## config.mk

```make
export PLATFORM = sky130hd
export DESIGN_NAME = quadrature_tone_injector_flat
export DESIGN_NICKNAME = d
export VERILOG_FILES = /design/src/rtl/qti_pkg.sv /design/src/rtl/qti_req_if.sv /design/src/rtl/qti_rsp_if.sv /design/src/rtl/qti_csr_if.sv /design/src/rtl/quadrature_tone_injector.sv /design/src/flat_wrapper.sv
export SDC_FILE = /design/constraint.sdc
export NUM_CORES = 2
export LEC_CHECK = 0
export BUFFER_PORTS_ARGS = -buffer_cell sky130_fd_sc_hd__buf_2
export CORE_AREA = 2 2 334 336
export DETAILED_ROUTE_END_ITERATION = 16
export DIE_AREA = 0 0 336 338
export PLACE_DENSITY = 0.5
export SLEW_MARGIN = 20
export SYNTH_ARGS = -nofsm -noshare
export SYNTH_HDL_FRONTEND = slang
export SYNTH_SLANG_ARGS = --single-unit
```

## constraint.sdc

```tcl
create_clock -name clock -period 7 [get_ports clock]
set_input_delay 1.05 -clock clock [delete_from_list [all_inputs] [get_ports clock]]
set_output_delay 1.05 -clock clock [all_outputs]
set_load 0.005 [all_outputs]
```

## src/rtl/qti_pkg.sv

```systemverilog
// Shared types, constants and table generation for the quadrature tone injector.
package qti_pkg;

   localparam int CSR_INDEX_W = 2;
   localparam int CSR_DATA_W  = 32;
   localparam int AMP_W       = 15;
   localparam int STEP_W      = 32;

   // pi in Q30
   localparam longint unsigned PI_Q30 = 64'd3373259426;

   typedef enum logic [CSR_INDEX_W-1:0] {
      CSR_PHASE_STEP     = 2'd0,
      CSR_TONE_AMPLITUDE = 2'd1,
      CSR_START_PHASE    = 2'd2
   } csr_reg_type;

   // Q30 sine of x on (0, pi/2), Taylor terms up to x^15, truncating divides
   function automatic longint unsigned sine_q30(input longint unsigned x);
      longint unsigned x2;
      longint unsigned term;
      longint unsigned sum;
      longint unsigned prod;
      x2   = (x * x) >> 30;
      term = x;
      sum  = x;
      for (int n = 1; n <= 7; n++) begin
         prod = (term * x2) >> 30;
         case (n)
            1: term = prod / 6;
            2: term = prod / 20;
            3: term = prod / 42;
            4: term = prod / 72;
            5: term = prod / 110;
            6: term = prod / 156;
            default: term = prod / 210;
         endcase
         if (n % 2 == 1) begin
            sum = (sum >= term) ? sum - term : 64'd0;
         end else begin
            sum = sum + term;
         end
      end
      return sum;
   endfunction

   // Quarter-wave entry k: sine at the middle of slot k, scaled to full scale
   function automatic longint unsigned table_entry(input int k, input int table_bits,
                                                   input int sample_bits);
      longint unsigned x;
      longint unsigned s;
      longint unsigned v;
      longint unsigned fs;
      fs = (64'd1 << (sample_bits - 1)) - 64'd1;
      x  = (PI_Q30 * (2 * longint'(k) + 1)) >> table_bits;
      s  = sine_q30(x);
      v  = (s * fs + (64'd1 << 29)) >> 30;
      if (v > fs) begin
         v = fs;
      end
      return v;
   endfunction

endpackage

```

## src/rtl/qti_req_if.sv

```systemverilog
// Request channel carrying one I/Q sample pair.
interface qti_req_if #(
   parameter int SAMPLE_BITS = 16
) ();
   logic                          valid;
   logic                          ready;
   logic signed [SAMPLE_BITS-1:0] in_i;
   logic signed [SAMPLE_BITS-1:0] in_q;

   modport source (output valid, output in_i, output in_q, input ready);
   modport sink   (input valid, input in_i, input in_q, output ready);
endinterface

```

## src/rtl/qti_rsp_if.sv

```systemverilog
// Response channel carrying one I/Q sample pair with the tone added.
interface qti_rsp_if #(
   parameter int SAMPLE_BITS = 16
) ();
   logic                          valid;
   logic                          ready;
   logic signed [SAMPLE_BITS-1:0] out_i;
   logic signed [SAMPLE_BITS-1:0] out_q;

   modport source (output valid, output out_i, output out_q, input ready);
   modport sink   (input valid, input out_i, input out_q, output ready);
endinterface

```

## src/rtl/qti_csr_if.sv

```systemverilog
// Register write channel.
interface qti_csr_if
   import qti_pkg::*;
();
   logic                   valid;
   logic                   ready;
   logic [CSR_INDEX_W-1:0] index;
   logic [CSR_DATA_W-1:0]  wdata;

   modport source (output valid, output index, output wdata, input ready);
   modport sink   (input valid, input index, input wdata, output ready);
endinterface

```

## src/rtl/quadrature_tone_injector.sv

```systemverilog
// Quadrature tone injector: NCO tone from a quarter-wave ROM added to an I/Q stream.
//
//   channel   dir   handshake     payload
//   req_bus   in    valid/ready   in_i, in_q     (signed, SAMPLE_BITS)
//   rsp_bus   out   valid/ready   out_i, out_q   (signed, SAMPLE_BITS)
//   csr_bus   in    valid/ready   index, wdata   (0 step, 1 amplitude, 2 start phase)
//
// One request per cycle unless back-pressure on rsp_bus stalls the pipeline.
// The stages are ROM read, amplitude multiply, round/add/saturate into the output register.
// Reset clears the valid bits, the accumulator, step and amplitude (not the data registers);
// the ROM is constant. Back-pressure on rsp_bus stalls only the stages behind a full one,
// so bubbles collapse. csr_bus is always ready; a start phase write loads the accumulator at once.
module quadrature_tone_injector
   import qti_pkg::*;
#(
   parameter int TABLE_BITS  = 10,
   parameter int SAMPLE_BITS = 16,
   parameter int PHASE_BITS  = 32
) (
   input  logic       clock,
   input  logic       reset,
   qti_req_if.sink    req_bus,
   qti_rsp_if.source  rsp_bus,
   qti_csr_if.sink    csr_bus
);

   localparam int QUARTER_BITS = TABLE_BITS - 2;
   localparam int QUARTER_LEN  = 1 << QUARTER_BITS;
   localparam int MAG_W        = SAMPLE_BITS - 1;
   localparam int PROD_W       = MAG_W + AMP_W;
   localparam int SUM_W        = SAMPLE_BITS + 2;

   typedef logic [MAG_W-1:0] rom_type [QUARTER_LEN];

   function automatic rom_type build_rom();
      rom_type rom;
      for (int k = 0; k < QUARTER_LEN; k++) begin
         rom[k] = MAG_W'(table_entry(k, TABLE_BITS, SAMPLE_BITS));
      end
      return rom;
   endfunction

   localparam rom_type SINE_ROM = build_rom();

   // configuration and phase
   logic [STEP_W-1:0]     phase_step_ff;
   logic [AMP_W-1:0]      amp_ff;
   logic [PHASE_BITS-1:0] acc_ff;
   logic [PHASE_BITS-1:0] acc_in;

   // stage 1: ROM read
   logic                          v1_ff;
   logic [MAG_W-1:0]              sin_mag_ff, cos_mag_ff;
   logic                          sin_neg1_ff, cos_neg1_ff;
   logic signed [SAMPLE_BITS-1:0] i1_ff, q1_ff;

   // stage 2: product
   logic                          v2_ff;
   logic [PROD_W-1:0]             sin_prod_ff, cos_prod_ff;
   logic                          sin_neg2_ff, cos_neg2_ff;
   logic signed [SAMPLE_BITS-1:0] i2_ff, q2_ff;

   // output register
   logic                          vo_ff;
   logic signed [SAMPLE_BITS-1:0] out_i_ff, out_q_ff;
   logic signed [SAMPLE_BITS-1:0] out_i_in, out_q_in;

   logic load_o, load2, load1, accept;
   logic start_load;

   logic [TABLE_BITS-1:0]   p;
   logic [1:0]              quad;
   logic [QUARTER_BITS-1:0] r;
   logic [QUARTER_BITS-1:0] sin_idx, cos_idx;

   assign load_o = !vo_ff || rsp_bus.ready;
   assign load2  = !v2_ff || load_o;
   assign load1  = !v1_ff || load2;
   assign accept = req_bus.valid && load1;

   assign req_bus.ready = load1;
   assign csr_bus.ready = 1'b1;
   assign rsp_bus.valid = vo_ff;
   assign rsp_bus.out_i = out_i_ff;
   assign rsp_bus.out_q = out_q_ff;

   assign start_load = csr_bus.valid && (csr_reg_type'(csr_bus.index) == CSR_START_PHASE);

   // phase of this request and the quarter-wave addresses; cosine is one quadrant ahead
   assign acc_in  = acc_ff + PHASE_BITS'(phase_step_ff);
   assign p       = acc_in[PHASE_BITS-1 -: TABLE_BITS];
   assign quad    = p[TABLE_BITS-1 -: 2];
   assign r       = p[QUARTER_BITS-1:0];
   assign sin_idx = quad[0] ? ~r : r;
   assign cos_idx = quad[0] ? r : ~r;

   always_ff @(posedge clock) begin
      if (reset) begin
         phase_step_ff <= '0;
         amp_ff        <= '0;
         acc_ff        <= '0;
      end else begin
         if (start_load) begin
            acc_ff <= PHASE_BITS'(csr_bus.wdata);
         end else if (accept) begin
            acc_ff <= acc_in;
         end
         if (csr_bus.valid) begin
            case (csr_reg_type'(csr_bus.index))
               CSR_PHASE_STEP:     phase_step_ff <= STEP_W'(csr_bus.wdata);
               CSR_TONE_AMPLITUDE: amp_ff        <= AMP_W'(csr_bus.wdata);
               // accumulator load handled above
               CSR_START_PHASE:    ;
               default: ;
            endcase
         end
      end
   end

   // valid bits
   always_ff @(posedge clock) begin
      if (reset) begin
         v1_ff <= 1'b0;
         v2_ff <= 1'b0;
         vo_ff <= 1'b0;
      end else begin
         if (load1) begin
            v1_ff <= req_bus.valid;
         end
         if (load2) begin
            v2_ff <= v1_ff;
         end
         if (load_o) begin
            vo_ff <= v2_ff;
         end
      end
   end

   // stage 1: synchronous ROM reads
   always_ff @(posedge clock) begin
      if (load1) begin
         sin_mag_ff  <= SINE_ROM[sin_idx];
         cos_mag_ff  <= SINE_ROM[cos_idx];
         sin_neg1_ff <= quad[1];
         cos_neg1_ff <= quad[1] ^ quad[0];
         i1_ff       <= req_bus.in_i;
         q1_ff       <= req_bus.in_q;
      end
   end

   // stage 2: scale by amplitude
   always_ff @(posedge clock) begin
      if (load2) begin
         sin_prod_ff <= PROD_W'(sin_mag_ff) * PROD_W'(amp_ff);
         cos_prod_ff <= PROD_W'(cos_mag_ff) * PROD_W'(amp_ff);
         sin_neg2_ff <= sin_neg1_ff;
         cos_neg2_ff <= cos_neg1_ff;
         i2_ff       <= i1_ff;
         q2_ff       <= q1_ff;
      end
   end

   // round half away from zero on the magnitude, add sign, then clamp
   function automatic logic signed [SAMPLE_BITS-1:0] add_tone(
      input logic signed [SAMPLE_BITS-1:0] sample,
      input logic [PROD_W-1:0]             prod,
      input logic                          neg
   );
      logic [PROD_W-1:0]        rounded;
      logic signed [SUM_W-1:0]  tone;
      logic signed [SUM_W-1:0]  sum;
      rounded = prod + PROD_W'(1 << (AMP_W - 1));
      tone    = SUM_W'(rounded[PROD_W-1:AMP_W]);
      if (neg) begin
         tone = -tone;
      end
      sum = SUM_W'(sample) + tone;
      if (sum[SUM_W-1 -: 3] == 3'b000 || sum[SUM_W-1 -: 3] == 3'b111) begin
         return sum[SAMPLE_BITS-1:0];
      end else if (sum[SUM_W-1]) begin
         return {1'b1, {(SAMPLE_BITS-1){1'b0}}};
      end else begin
         return {1'b0, {(SAMPLE_BITS-1){1'b1}}};
      end
   endfunction

   assign out_i_in = add_tone(i2_ff, cos_prod_ff, cos_neg2_ff);
   assign out_q_in = add_tone(q2_ff, sin_prod_ff, sin_neg2_ff);

   always_ff @(posedge clock) begin
      if (load_o) begin
         out_i_ff <= out_i_in;
         out_q_ff <= out_q_in;
      end
   end

endmodule

```

## src/flat_wrapper.sv

```systemverilog
// flat-port wrapper written by rule: the top's interface ports become plain ports
module quadrature_tone_injector_flat import qti_pkg::*;
#(
   parameter int TABLE_BITS  = 10,
   parameter int SAMPLE_BITS = 16,
   parameter int PHASE_BITS  = 32
)
  (clock, reset, req_bus_valid, req_bus_in_i, req_bus_in_q, req_bus_ready, rsp_bus_valid, rsp_bus_out_i, rsp_bus_out_q, rsp_bus_ready, csr_bus_valid, csr_bus_index, csr_bus_wdata, csr_bus_ready);
  qti_req_if #(.SAMPLE_BITS(SAMPLE_BITS)) req_bus_i ();
  qti_rsp_if #(.SAMPLE_BITS(SAMPLE_BITS)) rsp_bus_i ();
  qti_csr_if csr_bus_i ();
  input  logic clock;
  input  logic reset;
  input wire logic [$bits(req_bus_i.valid)-1:0] req_bus_valid;
  input wire logic [$bits(req_bus_i.in_i)-1:0] req_bus_in_i;
  input wire logic [$bits(req_bus_i.in_q)-1:0] req_bus_in_q;
  output wire logic [$bits(req_bus_i.ready)-1:0] req_bus_ready;
  output wire logic [$bits(rsp_bus_i.valid)-1:0] rsp_bus_valid;
  output wire logic [$bits(rsp_bus_i.out_i)-1:0] rsp_bus_out_i;
  output wire logic [$bits(rsp_bus_i.out_q)-1:0] rsp_bus_out_q;
  input wire logic [$bits(rsp_bus_i.ready)-1:0] rsp_bus_ready;
  input wire logic [$bits(csr_bus_i.valid)-1:0] csr_bus_valid;
  input wire logic [$bits(csr_bus_i.index)-1:0] csr_bus_index;
  input wire logic [$bits(csr_bus_i.wdata)-1:0] csr_bus_wdata;
  output wire logic [$bits(csr_bus_i.ready)-1:0] csr_bus_ready;
  assign req_bus_i.valid = req_bus_valid;
  assign req_bus_i.in_i = req_bus_in_i;
  assign req_bus_i.in_q = req_bus_in_q;
  assign req_bus_ready = req_bus_i.ready;
  assign rsp_bus_valid = rsp_bus_i.valid;
  assign rsp_bus_out_i = rsp_bus_i.out_i;
  assign rsp_bus_out_q = rsp_bus_i.out_q;
  assign rsp_bus_i.ready = rsp_bus_ready;
  assign csr_bus_i.valid = csr_bus_valid;
  assign csr_bus_i.index = csr_bus_index;
  assign csr_bus_i.wdata = csr_bus_wdata;
  assign csr_bus_ready = csr_bus_i.ready;
  quadrature_tone_injector #(.TABLE_BITS(TABLE_BITS), .SAMPLE_BITS(SAMPLE_BITS), .PHASE_BITS(PHASE_BITS)) u_core (.clock(clock), .reset(reset), .req_bus(req_bus_i), .rsp_bus(rsp_bus_i), .csr_bus(csr_bus_i));
endmodule
```

==> impl_metrics.yaml <==
logic_synthesis:
  synthTopCellsByArea: "fa_1 19%, edfxtp_1 14%, ha_1 9.8%, nand2_1 5.7%, and2_1 4.8%"
  synthFlopType: "edfxtp_1"
  synth.top_cell.area_share_pct: 18.6
  mappedNetlistArea_um2: 36000
  synth_edf_count: 162
  ys_seq_area_share_pct: 18.1
  synthArstFlopShare_pct: 0
  avgSynthCellArea_um2: 8.32
  synth_top_area_cell: "fa_1"
  synth_warnings: 0
  ys_seq_elements: 244
  postSynthCellCount: 4327
  synth_fp_nets: 5016
  netlist-cell-type-count: 108
clock_tree:
  clock_latency_ns: 0.57
  htree_levels: 2
  root_buffer: "clkbuf_16"
  cts_tree: "yes"
  cts_max_path_buffers: 3
  cts.clk_slew.worst_paths_ns: 0.05
  numClockSinks: 244
  hold_buffers: 0
  postCtsSetupRepairBufs: 0
  numCtsBuffers: 34
cells_and_area:
  syn_to_final_growth_pct: 10.4
  drive_above_1_share_pct: 9.51
  final_common_cell: "nand2_1"
  fin_cells: 5832
  finalNetCount: 5007
  mostFrequentLayoutCells: "550 x nand2_1, 438 x inv_1, 335 x fa_1"
  layout.filler_cells: 11500
grt:
  grt_pass1_wl_um: 214000
  grt_usage_pct: 24.7
  antenna_found_initial: 2
  grt_pass1_vias: 33900
  grt_overflow: 0
  grt_max_degree: 83
sta:
  setup_viol: 0
  tns_ns: 0
  slew_viol_final: 0
  max_freq_mhz: 149
  slew_headroom_pct: 11.9
  hold_violations: 0
  finClkSkew_ns: 0.0198
  setup_slack_ns: 0.301
  min_period_over_period_pct: 95.7
  max_slew.worst_pin.slew_ns: 1.32
  min_period_ns: 6.70
  rsz0062_at_grt: "false"
floorplanning:
  die_y_um: 338
  dieArea_um2: 114000
  rows: 122
  io_pins: 106
  die_w_um: 336
  core_um2: 110000
  start_util_pct: 32.7
outcome:
  status: "complete, no violations"
critical_path:
  cp-start-kind: "flop"
  endpoint_kind: "flop"
  r2r_start: "u_core.cos_mag_ff[10]$_DFFE_PN_"
  crit_type: "reg -> reg"
  cpMaxStageDelayCell: "fa_1"
  reg2reg_depth: 24
  endpoint: "u_core.cos_prod_ff[29]$_DFFE_PP_"
  arrival_ns: 7.01
  slowest_delay_ns: 0.56
  r2r_end: "u_core.cos_prod_ff[29]$_DFFE_PP_"
  path_cells: "and2_1 > fa_1 > inv_1 > fa_1 > inv_1 > fa_1 > inv_1 > fa_1 > inv_1 > fa_1 > inv_1 > fa_1 > inv_1 > ha_1 > a21o_1 > a21o_1 > o31a_1 > o2111a_1 > nor2_2 > a211oi_1 > or3_1 > o31a_1 > a21oi_1 > xnor2_1"
  critical_path_required_ns: 7.32
  cp_max_fo: 3
  timing.reg2reg.setup_slack_ns: 0.30
  cp-startpoint: "u_core.cos_mag_ff[10]$_DFFE_PN_"
placed_design:
  gp_congestion: 1.00
  port_buffers: 104
  dp_slack_ns: 0.191
  dp.cells: 5770
  hpwl_um: 106000
power_and_ir_drop:
  leakagePower_nw: 17.4
  p_per_area_nw_per_um2: 246
  finalPower_mw: 9.78
  worst_ir_drop_vdd_uv: 141
route:
  routedWlPerCell_um: 24.3
  drc: 0
  wl_um: 142000
  via_per_inst: 5.79
  drtPass1Iterations: 6
  drt_iter0_drc: 4105
  ant_nets: 0
  vias: 33800
run:
  drv_cap: 0
min_path:
  hp-class: "reg -> reg"
## stage by stage
stage | area, µm² | hold slack (ns) | util, %
3_5_place_dp | 38600 | 0.405 | 35.0
3_3_place_gp | 38600 | 0.400 | 35.0
5_1_grt | 39700 | 0.420 | 36.1
2_1_floorplan | 36000 | 0.400 | -
4_1_cts | 39700 | 0.416 | 36.1
6_report | 39700 | 0.416 | 36.1
## critical path: cells and delay by family (launching register included)
family	cells	cell delay, ns
AO/OA/AOI/OAI	7	1.50
XOR/XNOR	1	0.08
adder cells (fa/ha/maj)	7	3.38
buffers and inverters	6	0.32
flip-flops	1	0.38
AND/OR/NAND/NOR	3	0.75
## routing by layer
metal / share of wire [%] / track usage [%] / vias to the layer above / wire length [µm]
met5: 0.037 / 0 / - / 52
met4: 5.9 / 12.9 / 4 / 8440
met3: 9.2 / 5.22 / 523 / 13000
met2: 44 / 38.8 / 1784 / 61800
met1: 41 / 31.8 / 16500 / 58700
li1: - / - / 15000 / -
## Yosys cell counts, drive strengths merged (10+ instances only)
master and n:
mux2i 36, a22oi 17, a21o 52, nor4 19
nand2 552, o2111ai 14, o221ai 38, nor2 260
a221oi 33, or3 11, a31oi 50, nand2b 22
o211ai 49, or2 10, nor3 78, xnor2 113
o22ai 59, clkbuf 190, o21bai 10, buf 119
xor2 53, dfxtp 82, o21ai 191, o311ai 12
a21oi 289, and3 23, o31ai 24, a2111oi 22
nand4 19, nand3 74, a211oi 72, and2 276
mux2 14, o21a 22, fa 335, inv 439
ha 283, edfxtp 162, a311oi 41
## kinds of logic after synthesis
family,count (synthesis),share of synthesized area [%]
AND/OR/NAND/NOR,1382,18.2
AO/OA/AOI/OAI,1114,21.0
buffers and inverters,751,8.43
adder cells (fa/ha/maj),618,28.5
flip-flops,244,18.1
XOR/XNOR,167,4.36
multiplexers,50,1.48
other,1,0.0104
## how the worst min path moves through the flow
| stage | start | endpoint | slack, ns | depth (start not counted) |
|---|---|---|---|---|
| 2_1_floorplan | u_core.cos_neg1_ff$_DFFE_PN_ | u_core.cos_neg2_ff$_DFFE_PP_ | 0.40 | 0 |
| 3_3_place_gp | u_core.q1_ff[13]$_DFFE_PN_ | u_core.q2_ff[13]$_DFFE_PP_ | 0.40 | 0 |
| 3_5_place_dp | u_core.cos_neg1_ff$_DFFE_PN_ | u_core.cos_neg2_ff$_DFFE_PP_ | 0.40 | 0 |
| 4_1_cts | u_core.cos_neg1_ff$_DFFE_PN_ | u_core.cos_neg2_ff$_DFFE_PP_ | 0.42 | 0 |
| 5_1_grt | u_core.cos_neg1_ff$_DFFE_PN_ | u_core.cos_neg2_ff$_DFFE_PP_ | 0.42 | 0 |
| 6_report | u_core.cos_neg1_ff$_DFFE_PN_ | u_core.cos_neg2_ff$_DFFE_PP_ | 0.42 | 0 |
## layout make-up
| type | instances | area [µm²] | area share, % |
|---|---|---|---|
| multi-input cells | 3332 | 26700 | 67.1 |
| flip-flops and latches | 244 | 6510 | 16.4 |
| diodes | 2 | 5.00 | 0.0126 |
| inverters | 442 | 1660 | 4.18 |
| clock buffers | 38 | 897 | 2.26 |
| repair buffers | 264 | 1880 | 4.74 |
| well taps | 1488 | 1860 | 4.69 |
| clock inverters | 22 | 263 | 0.661 |
## sequential cells by signal, indices dropped and copies added (netlist names), 15 cells and up
register / flops
u_core.cos_prod_ff: 16
u_core.rsp_bus.out_i: 16
u_core.i2_ff: 16
u_core.rsp_bus.out_q: 16
u_core.i1_ff: 16
u_core.acc_ff: 32
u_core.phase_step_ff: 32
u_core.sin_mag_ff: 15
u_core.amp_ff: 15
u_core.q1_ff: 16
u_core.q2_ff: 16
u_core.cos_mag_ff: 15
u_core.sin_prod_ff: 16
## power breakdown
group | switching (mW) | leakage (nW) | internal (mW)
clock | 0.719 | 0.562 | 1.11
sequential | 0.346 | 2.41 | 1.95
combinational | 3.64 | 14.5 | 2.02
## what timing repair did
item / CTS / global route
resized for setup: 0 / 1
endpoints found under the hold margin: 0 / 0
setup endpoints to repair: 0 / 1
Power figures use the tool's default switching activity.
